**src/design/spl_pkg.sv**
```systemverilog
// ----------------------------------------------------------------------------
// spl_pkg
// shared sizes, codes and the command/status bundles of the sorted list
// ----------------------------------------------------------------------------
package spl_pkg;

  localparam int DEPTH      = 16;
  localparam int VALUE_BITS = 16;
  localparam int IDX_W      = $clog2(DEPTH);
  localparam int CNT_W      = $clog2(DEPTH + 1);
  localparam int IN_DATA_W  = ((VALUE_BITS + 7) / 8) * 8;
  localparam int OUT_DATA_W = ((VALUE_BITS + CNT_W + 7) / 8) * 8;

  typedef enum logic [1:0] {
    OP_INSERT = 2'd0,
    OP_DELETE = 2'd1,
    OP_READ   = 2'd2
  } op_t;

  typedef enum logic [1:0] {
    ST_OK        = 2'd0,
    ST_OVERFLOW  = 2'd1,
    ST_EMPTY     = 2'd2,
    ST_NOT_FOUND = 2'd3
  } status_t;

  typedef enum logic [0:0] {
    S_IDLE = 1'b0,
    S_READ = 1'b1
  } state_t;

  // controller to datapath
  typedef struct packed {
    logic    ins;
    logic    del;
    logic    push;
    logic    rd_entry;
    logic    rd_clr;
    logic    rd_inc;
    status_t status;
  } cmd_t;

  // datapath to controller
  typedef struct packed {
    logic space;
    logic empty;
    logic full;
    logic found;
    logic rd_last;
  } sts_t;

  // one result transaction
  typedef struct packed {
    status_t                status;
    logic [VALUE_BITS-1:0]  entry;
    logic [CNT_W-1:0]       count;
    logic                   last;
  } res_t;

endpackage

```
**src/design/spl_ctrl.sv**
```systemverilog
// ----------------------------------------------------------------------------
// spl_ctrl
// operation decode and readout sequencer
// ----------------------------------------------------------------------------
module spl_ctrl import spl_pkg::*; (
  input  logic clk,
  input  logic rst_n,
  input  logic in_tvalid,
  input  op_t  op,
  output logic in_tready,
  input  sts_t sts,
  output cmd_t cmd
);

  state_t state_r, state_nxt;
  logic   in_fire;

  assign in_tready = (state_r == S_IDLE) && sts.space;
  assign in_fire   = in_tvalid && in_tready;

  always_ff @(posedge clk) begin
    if (!rst_n) begin
      state_r <= S_IDLE;
    end else begin
      state_r <= state_nxt;
    end
  end

  // next state
  always_comb begin
    state_nxt = state_r;
    case (state_r)
      S_IDLE: begin
        if (in_fire && op == OP_READ && !sts.empty) begin
          state_nxt = S_READ;
        end
      end
      S_READ: begin
        if (sts.space && sts.rd_last) begin
          state_nxt = S_IDLE;
        end
      end
      default: state_nxt = S_IDLE;
    endcase
  end

  // commands
  always_comb begin
    cmd = '0;
    cmd.status = ST_OK;
    case (state_r)
      S_IDLE: begin
        if (in_fire) begin
          case (op)
            OP_INSERT: begin
              cmd.push   = 1'b1;
              cmd.ins    = !sts.full;
              cmd.status = sts.full ? ST_OVERFLOW : ST_OK;
            end
            OP_DELETE: begin
              cmd.push = 1'b1;
              cmd.del  = sts.found;
              if (sts.empty) begin
                cmd.status = ST_EMPTY;
              end else if (!sts.found) begin
                cmd.status = ST_NOT_FOUND;
              end
            end
            OP_READ: begin
              if (sts.empty) begin
                cmd.push   = 1'b1;
                cmd.status = ST_EMPTY;
              end else begin
                cmd.rd_clr = 1'b1;
              end
            end
            default: ;
          endcase
        end
      end
      S_READ: begin
        if (sts.space) begin
          cmd.push     = 1'b1;
          cmd.rd_entry = 1'b1;
          cmd.rd_inc   = !sts.rd_last;
        end
      end
      default: ;
    endcase
  end

endmodule

```
**src/design/spl_dp.sv**
```systemverilog
// ----------------------------------------------------------------------------
// spl_dp
// sorted cell chain, entry count, readout index and two-deep result queue
// ----------------------------------------------------------------------------
module spl_dp import spl_pkg::*; (
  input  logic                         clk,
  input  logic                         rst_n,
  input  logic signed [VALUE_BITS-1:0] value,
  input  cmd_t                         cmd,
  output sts_t                         sts,
  input  logic                         out_tready,
  output logic                         out_tvalid,
  output res_t                         out_res
);

  logic signed [VALUE_BITS-1:0] e_r     [DEPTH];
  logic signed [VALUE_BITS-1:0] ins_val [DEPTH];
  logic signed [VALUE_BITS-1:0] del_val [DEPTH];
  logic [DEPTH-1:0]             at_ins;
  logic [DEPTH-1:0]             at_del;
  logic [DEPTH-1:0]             eq;
  logic [CNT_W-1:0]             count_r, count_nxt;
  logic [IDX_W-1:0]             rd_idx_r;
  res_t                         res;
  res_t                         head_r, head_nxt, tail_r, tail_nxt;
  logic                         hv_r, hv_nxt, tv_r, tv_nxt;
  logic                         pop;

  // per-cell compare; the list is descending so both masks are monotone
  for (genvar k = 0; k < DEPTH; k++) begin : g_cell
    localparam logic [CNT_W-1:0] KC = CNT_W'(k);
    assign at_ins[k] = (KC >= count_r) || (value >= e_r[k]);
    assign at_del[k] = (KC >= count_r) || (e_r[k] <= value);
    assign eq[k]     = (KC < count_r) && (e_r[k] == value);
    if (k == 0) begin : g_first
      assign ins_val[k] = at_ins[k] ? value : e_r[k];
    end else begin : g_rest
      assign ins_val[k] = !at_ins[k] ? e_r[k] : (at_ins[k-1] ? e_r[k-1] : value);
    end
    if (k == DEPTH - 1) begin : g_tail
      assign del_val[k] = e_r[k];
    end else begin : g_body
      assign del_val[k] = at_del[k] ? e_r[k+1] : e_r[k];
    end
  end

  always_ff @(posedge clk) begin
    for (int k = 0; k < DEPTH; k++) begin
      if (cmd.ins) begin
        e_r[k] <= ins_val[k];
      end else if (cmd.del) begin
        e_r[k] <= del_val[k];
      end
    end
  end

  always_comb begin
    count_nxt = count_r;
    if (cmd.ins) begin
      count_nxt = count_r + CNT_W'(1);
    end else if (cmd.del) begin
      count_nxt = count_r - CNT_W'(1);
    end
  end

  always_ff @(posedge clk) begin
    if (!rst_n) begin
      count_r  <= '0;
      rd_idx_r <= '0;
    end else begin
      count_r <= count_nxt;
      if (cmd.rd_clr) begin
        rd_idx_r <= '0;
      end else if (cmd.rd_inc) begin
        rd_idx_r <= rd_idx_r + IDX_W'(1);
      end
    end
  end

  assign sts.empty   = (count_r == '0);
  assign sts.full    = (count_r >= CNT_W'(DEPTH));
  assign sts.found   = |eq;
  assign sts.rd_last = (CNT_W'(rd_idx_r) + CNT_W'(1)) == count_r;
  assign sts.space   = !tv_r || out_tready;

  always_comb begin
    res.status = cmd.status;
    res.entry  = cmd.rd_entry ? e_r[rd_idx_r] : '0;
    res.count  = count_nxt;
    res.last   = cmd.rd_entry ? sts.rd_last : 1'b1;
  end

  // two-entry result queue: head drives the port
  assign pop = hv_r && out_tready;

  always_comb begin
    head_nxt = head_r;
    tail_nxt = tail_r;
    hv_nxt   = hv_r;
    tv_nxt   = tv_r;
    if (pop) begin
      head_nxt = tail_r;
      hv_nxt   = tv_r;
      tv_nxt   = 1'b0;
    end
    if (cmd.push) begin
      if (!hv_nxt) begin
        head_nxt = res;
        hv_nxt   = 1'b1;
      end else begin
        tail_nxt = res;
        tv_nxt   = 1'b1;
      end
    end
  end

  always_ff @(posedge clk) begin
    head_r <= head_nxt;
    tail_r <= tail_nxt;
    if (!rst_n) begin
      hv_r <= 1'b0;
      tv_r <= 1'b0;
    end else begin
      hv_r <= hv_nxt;
      tv_r <= tv_nxt;
    end
  end

  assign out_tvalid = hv_r;
  assign out_res    = head_r;

endmodule

```
**src/design/sorted_priority_list.sv**
```systemverilog
// ----------------------------------------------------------------------------
// sorted_priority_list
// bounded list of signed values kept in descending order, with insert,
// delete-by-value and full readout
// ----------------------------------------------------------------------------
//  channel | dir | handshake          | payload
//  --------+-----+--------------------+----------------------------------------
//  in_     | in  | in_tvalid/in_tready | tuser: op; tdata: value
//  out_    | out | out_tvalid/tready   | tuser: status; tdata: entry, count;
//          |     |                    | tlast: last result of a transaction
//
//  insert and delete are done in the cell chain at once: every cell compares
//  against the incoming value and loads its own value, a neighbor's or the new one
//  readout is accepted, then the single read index steps through the cells and
//  pushes one result per stored entry while the result queue has room (a single
//  result when the list is empty)
//  reset clears the entry count and the result queue; cell contents are not
//  cleared and need no pass, since only cells below the count are ever read
//  a two-deep result queue lets one finished result wait while the next input
//  transaction is taken; input stalls during readout and while the queue is full
// ----------------------------------------------------------------------------
module sorted_priority_list import spl_pkg::*; (
  input  logic                  clk,
  input  logic                  rst_n,
  input  logic                  in_tvalid,
  output logic                  in_tready,
  input  logic [IN_DATA_W-1:0]  in_tdata,   // [VALUE_BITS-1:0] value
  input  logic [1:0]            in_tuser,   // [1:0] op
  output logic                  out_tvalid,
  input  logic                  out_tready,
  output logic [OUT_DATA_W-1:0] out_tdata,  // entry, then stored_count, zero pad
  output logic [1:0]            out_tuser,  // [1:0] status
  output logic                  out_tlast   // last
);

  cmd_t                         cmd;
  sts_t                         sts;
  res_t                         out_res;
  logic signed [VALUE_BITS-1:0] value;
  op_t                          op;

  assign value = in_tdata[VALUE_BITS-1:0];
  assign op    = op_t'(in_tuser);

  // sequencer: decodes the op and steps the readout
  spl_ctrl u_ctrl (
    .clk       (clk),
    .rst_n     (rst_n),
    .in_tvalid (in_tvalid),
    .op        (op),
    .in_tready (in_tready),
    .sts       (sts),
    .cmd       (cmd)
  );

  // cell chain, count and result queue
  spl_dp u_dp (
    .clk        (clk),
    .rst_n      (rst_n),
    .value      (value),
    .cmd        (cmd),
    .sts        (sts),
    .out_tready (out_tready),
    .out_tvalid (out_tvalid),
    .out_res    (out_res)
  );

  assign out_tdata = OUT_DATA_W'({out_res.count, out_res.entry});
  assign out_tuser = out_res.status;
  assign out_tlast = out_res.last;

  // a result is only queued when there is room for it
  a_push_room: assert property (@(posedge clk) disable iff (!rst_n)
    cmd.push |-> sts.space)
    else $error("result pushed into a full queue");

  // insert never writes a full list
  a_ins_not_full: assert property (@(posedge clk) disable iff (!rst_n)
    cmd.ins |-> !sts.full && cmd.status == ST_OK)
    else $error("insert on a full list");

  // once a readout starts, input is held off in the next cycle
  a_read_busy: assert property (@(posedge clk) disable iff (!rst_n)
    cmd.rd_clr |=> !in_tready)
    else $error("input taken during readout");

  // insert and delete never happen together
  a_one_edit: assert property (@(posedge clk) disable iff (!rst_n)
    !(cmd.ins && cmd.del))
    else $error("insert and delete in one cycle");

endmodule

```
**config.mk**
```make
export PLATFORM = sky130hd
export DESIGN_NAME = sorted_priority_list
export DESIGN_NICKNAME = d
export VERILOG_FILES = /design/src/design/spl_pkg.sv /design/src/design/spl_ctrl.sv /design/src/design/spl_dp.sv /design/src/design/sorted_priority_list.sv
export SDC_FILE = /design/constraint.sdc
export NUM_CORES = 1
export LEC_CHECK = 0
export ABC_AREA = 1
export BUFFER_PORTS_ARGS = -buffer_cell sky130_fd_sc_hd__buf_2
export CAP_MARGIN = 20
export CORE_MARGIN = 3
export CORE_UTILIZATION = 25
export DETAILED_ROUTE_END_ITERATION = 6
export HOLD_SLACK_MARGIN = 0.03
export SYNTH_ARGS = -nofsm -noshare
export SYNTH_HDL_FRONTEND = slang
export SYNTH_SLANG_ARGS = --single-unit
```
**constraint.sdc**
```tcl
create_clock -name clk -period 4.76 [get_ports clk]
set_input_delay 0.476 -clock clk [delete_from_list [all_inputs] [get_ports clk]]
set_output_delay 0.476 -clock clk [all_outputs]
set_load 0.05 [all_outputs]
```
==> Word-level counts from Yosys, hierarchy flattened <==
Memory sizes are Yosys's and may differ from the RTL's. A register that Yosys moved wholly into a read port is not among the register bits.
Index checks and enable logic that the tools add are counted.
{ "word_totals": {"register_bits": 60, "mem_bits_rw": 256, "input_bits": 22, "out_inout_bits": 29, "word_cells": 289, "memories": 1} }
{ "classes": {"n_addsub": 4, "n_lt_le_gt_ge": 64, "eq_ne": 19, "muxes": 106, "n_bitwise": 18, "reduce_logical": 64} }
{ "mem_list": {"columns": ["name", "depth", "word_bits", "rd", "rd_ports_with_merged_regs", "write_ports", "line_no", "rtl"], "rows": [
  ["u_dp.e_r", 16, 16, 17, 1, 16, "spl_dp.sv:16", "logic signed [VALUE_BITS-1:0] e_r [DEPTH];"]
]} }
{ "op_table": {"columns": ["cell", "count"], "rows": [
  ["two-way mux 16 bit", 63],
  ["== test 16 bit", 16],
  [">= comparator 16 bit", 16],
  ["<= comparator 16 bit", 15],
  ["two-way mux 24 bit", 3],
  [">= comparator 4 x 5 -> 1 bit (first input constant)", 8],
  ["less-than comparator 4 x 5 -> 1 bit (first input constant)", 8],
  ["logical OR 1 bit", 32],
  ["two-way mux 1 bit", 24],
  ["logical AND 1 bit", 22],
  [">= comparator 3 x 5 -> 1 bit (first input constant)", 4],
  ["less-than comparator 3 x 5 -> 1 bit (first input constant)", 4],
  ["OR 1 bit", 16],
  ["OR reduction 16 bit", 1],
  ["two-way mux 2 bit", 7],
  [">= comparator 1 x 5 -> 1 bit (first input constant)", 2],
  [">= comparator 2 x 5 -> 1 bit (first input constant)", 2],
  ["less-than comparator 1 x 5 -> 1 bit (first input constant)", 2],
  ["less-than comparator 2 x 5 -> 1 bit (first input constant)", 2],
  ["two-way mux 5 bit", 2],
  ["two-way mux 4 bit", 2],
  ["one-hot mux 1 bit (2 select lines)", 3],
  ["one-hot mux 2 bit (3 select lines)", 1],
  ["adder 4 x 1 -> 5 bit (second input constant)", 1],
  ["14 further kinds", 19]
]} }

==> Longest topological paths before layout <==
An unclocked memory read counts as a cell.
{ "logic_depth": {"ltp_word": 11, "depth_mapped": 18, "mapped_depth_nobuf": 17} }

==> By module <==
From an unflattened synthesis, not the netlist that was laid out.
{ "unflattened": {"hier_cells": 3598, "hier_area_um2": 26009.9} }
{ "modules_own_cells": {"columns": ["module", "instances", "cells_per_inst", "area_each_um2", "seq_area_each_um2"], "rows": [
  ["spl_dp", 1, 3564, 25824.8, 9188.8],
  ["spl_ctrl", 1, 30, 158.9, 20.0],
  ["sorted_priority_list", 1, 4, 26.3, 0.0]
]} }

==> Worst setup path before layout <==
No wires, ideal clock.
{ "synth_path": {"kind": "input to register", "startpoint": "input port out_tready", "endpoint": "memory u_dp.e_r[10][0], enable pin", "setup_time_ns": 0.399, "t_arrival_ns": 3.615, "required_ns": 4.361, "path_slack_ns": 0.746, "path_stages": 11, "path_buffers": 1, "path_cell_list": "nor2_1 > nor2_1 > nand2_1 > inv_1 > nand3_1 > nor2_2 > inv_1 > nand2_2 > inv_2 > buf_4 > a31oi_1"} }
{ "synth_lines": {"columns": ["item", "line_no", "rtl"], "rows": [
  ["from (decl)", "sorted_priority_list.sv:30", "input logic out_tready,"],
  ["to (decl)", "spl_dp.sv:16", null]
]} }

==> results.ini <==
[sta]
worst_pin_slew_ns = 1.109
timing.setup.tns_ns = 0
final_setup_violation_count = 0
final.period_utilization_pct = 79.93
slew_violations = 0
fmax_mhz = 262.8
timing.max_slew.rel_slack_pct = 26.07
timing.clock.skew_ns = 0.01974
min_period_ns = 3.805
rsz0062_at_grt = no
hold_viol_final = 0

[cts]
tritoncts.num_buffers = 41
clkSinkCount = 320
post_cts_resize_count = 0
cts_root_buf = clkbuf_16
clkSlewWorstSetupHoldPaths_ns = 0.06
clock_tree.htree_level_count = 2
cts_post_setup_buffers_inserted = 0
clkLatencyLatePin_ns = 0.58
cts.hold.buffers_added = 0
cts-root-to-sink-buffers = 3
cts_tree = built

[synthesis]
synth-main-ff-cell = edfxtp_1
count_of_flip_flops_with_a_built_in_enable_after_synthesis = 280
synthesis.instances = 3422
synth_area_per_cell_um2 = 7.412
synth.lib_cells_used.distinct = 49
ys_async_sr_fraction_pct = 0
ys_warn_count = 0
yosysSeqAreaShare_pct = 36.31
syn_area_um2 = 25360
yosys_register_bits = 320

[power]
clkPwrFrac_pct = 40.2
netsw_mw = 2.359
power_density_nw_per_um2 = 266.1
cellInternalPower_mw = 5.367
p_leak_nw = 13.11
swShare_pct = 30.53
comb_power_share_pct = 17.8
fraction_of_power_consumed_by_sequential_logic_pct = 42.0
vdd.ir_drop.worst_mv = 0.2464

[final_layout]
layout.cells.most_common = nand2_1
final_cells = 4850
final_layout_size_suffix_gt1_share_pct = 8.245
commonest_cells_after_routing_fill_and_taps_aside = 969 x nand2_1, 379 x nand3_1, 337 x inv_1
final_net_count = 3745
n_antenna_cell = 0
num-fill-cells = 10880
layout-area-overhead-vs-synth_pct = 14.49

[placed_design]
gpl.final_weighted_congestion = 0.8931
dpl.hpwl_um = 68170
buffer_ports.inserted = 47
placed_cells = 4775

[worst_hold_path]
holdCritPathClass = input port to register
timing.hold.worst_path_depth = 3

[setup_path]
timing.critical_path.cells = nor2_4, nand3_1, nand2_1, inv_1, nand2_1, nand2_1, nor2_2, nand2_1, o21ai_4, buf_4, nand3_1, nand3_1, nand2_1, inv_1
crit_top_cell = nand2_1
cp.arrival_ns = 4.33
critical-path-top-delay-family = simple AND/OR/NAND/NOR gates
r2r_cells = 14
peak_per_stage_delay_on_the_critical_path_ns = 0.85
crit_path_start = u_dp.count_r[4]
worstSetupPathType = register to register
r2r_slack_ns = 0.96
cp.required_ns = 5.28
nature_of_the_critical_path_endpoint = register
cpMaxStageDelayCell = buf_4
worst_r2r_src = u_dp.count_r[4]
endpoint = u_dp.out_res[2]
worst-path-stages = 14
cp-start-kind = register
total_buffers_and_inverters_traversed_by_the_critical_path = 3
cp_max_fo = 96
regToRegEndpoint = u_dp.out_res[2]

[global_route]
grt-ovfl-total = 0
number_of_global_route_vias_before_repair = 23730
grt_max_degree = 162
wire_length_of_the_first_global_routing_pass_um = 139100
groute.usage.overall_pct = 16.64
antenna_found_initial = 3

[detailed_routing]
drtPass1Iterations = 6
detail_route.wirelength_um = 91230
post-route-drc-count = 0
drt_iter0_markers = 2665
routed_via_density = 5.075
routed-via-count = 24610
average_wire_per_standard_cell_um = 18.81
antenna_violating_nets_post_route = 0

[floorplan]
dieHeight_um = 324.5
floorplan.rows = 116
initial_utilization_pct = 25.29
design.die.area_um2 = 105300
die_wd_um = 324.5
boundaryPins = 51
core-area_um2 = 100300

[status]
outcome = completed

[job]
cap_violations = 0

==> how the worst min path moves through the flow <==
stage,slack (ns),startpoint,end
6_report,0.16,rst_n,u_dp.out_tvalid
3_5_place_dp,0.48,u_dp.tv_r,u_dp.tv_r
4_1_cts,0.12,rst_n,u_dp.out_tvalid
5_1_grt,0.18,rst_n,u_dp.out_tvalid
3_3_place_gp,0.47,u_dp.tv_r,u_dp.tv_r
2_1_floorplan,0.46,u_dp.tv_r,u_dp.tv_r
==> power by group through the flow <==
stage          Combinational [mW]  Sequential [mW]  Clock (mW)
6_report                     1.37             3.24        3.11
5_1_grt                      1.52             3.25        3.27
4_1_cts                      1.36             3.24        3.17
3_5_place_dp                 1.35             3.30           0
3_3_place_gp                 1.33             3.30           0
2_1_floorplan               0.785             3.37           0
==> synth_stat cells, types with 2 or more instances <==
library cell	n	area share [%]
nor3_1	4	0.079
ha_1	262	13
o211ai_1	23	0.68
a21boi_0	3	0.089
xnor2_1	2	0.069
nor2_2	8	0.20
a21oi_1	280	5.5
nand3_1	379	7.5
mux2_2	5	0.22
buf_6	2	0.089
edfxtp_1	280	33
nand3b_1	8	0.24
o21ai_1	2	0.039
buf_4	14	0.41
mux2i_1	16	0.63
nand3_2	2	0.079
nand2_2	2	0.049
dfxtp_1	40	3.2
buf_1	11	0.16
a211oi_1	3	0.089
a31oi_1	14	0.35
nand4_1	165	4.1
buf_2	44	0.87
clkbuf_1	118	1.7
nor3_2	2	0.079
inv_2	4	0.059
nand2_1	969	14
nor2_1	133	2.0
a21o_1	2	0.059
clkinv_1	3	0.044
and2_1	3	0.074
o21bai_1	8	0.24
nor3b_1	2	0.059
inv_1	338	5.0
o21ai_0	256	5.1
a31o_2	2	0.069
==> layer usage <==
metal	vias to the layer above	global-route usage [%]	wire (um)
met5	-	0.2264	13
met4	2	5.938	3069
met3	184	2.935	7384
met2	1076	27.54	41830
met1	11520	21.75	38930
li1	11830	-	-
==> flip-flops by register name (all words and copies together) (netlist names), named ones only <==
| signal | flops |
|---|---|
| u_dp.e_r | 256 |
| u_ctrl.state_r | 1 |
| u_dp.out_tvalid | 1 |
| u_dp.tail_r | 24 |
| u_dp.tv_r | 1 |
| u_dp.rd_idx_r | 4 |
| u_dp.out_res | 24 |
| u_dp.count_r | 5 |
==> cell type report <==
type,instances,area (um2),area share (%)
flip-flops and latches,320,9214,31.73
inverters,345,1301,4.481
well taps,1357,1698,5.847
clock inverters,20,168.9,0.5816
clock buffers,55,1131,3.895
repair buffers,183,1406,4.843
multi-input cells,2570,14120,48.63
==> cells by family (layout without fill, tap and decap cells) <==
group           after synthesis  count (layout)  share of synthesized area, %
other cells                   1               3                       0.01478
xor+xnor                      3               3                        0.1036
simple gates               1681            1681                         28.85
fa+ha+maj                   262             262                         12.92
compound gates              600             600                         12.56
flops                       320             320                         36.31
buf+inv                     534             603                         8.386
mux                          21              21                        0.8534
==> per-stage QoR <==
stage               power (mW)  setup slack (ns)  util, %  hold WS [ns]  instance area [um2]
floorplan                4.152            0.7463        -        0.4570                25370
global placement         4.629            0.5115    27.66        0.4726                27740
detailed placement       4.653            0.5812    27.66        0.4766                27740
CTS                      7.769             1.040    28.96        0.1236                29040
global route             8.041            0.8681    28.96        0.1777                29040
finish                   7.727            0.9554    28.96        0.1581                29040
==> tightest hold or removal path: stages <==
cell and delay, ns:
buf_2 0.14, nand2_1 0.06, inv_1 0.04
(Power assumes the default switching activity.)
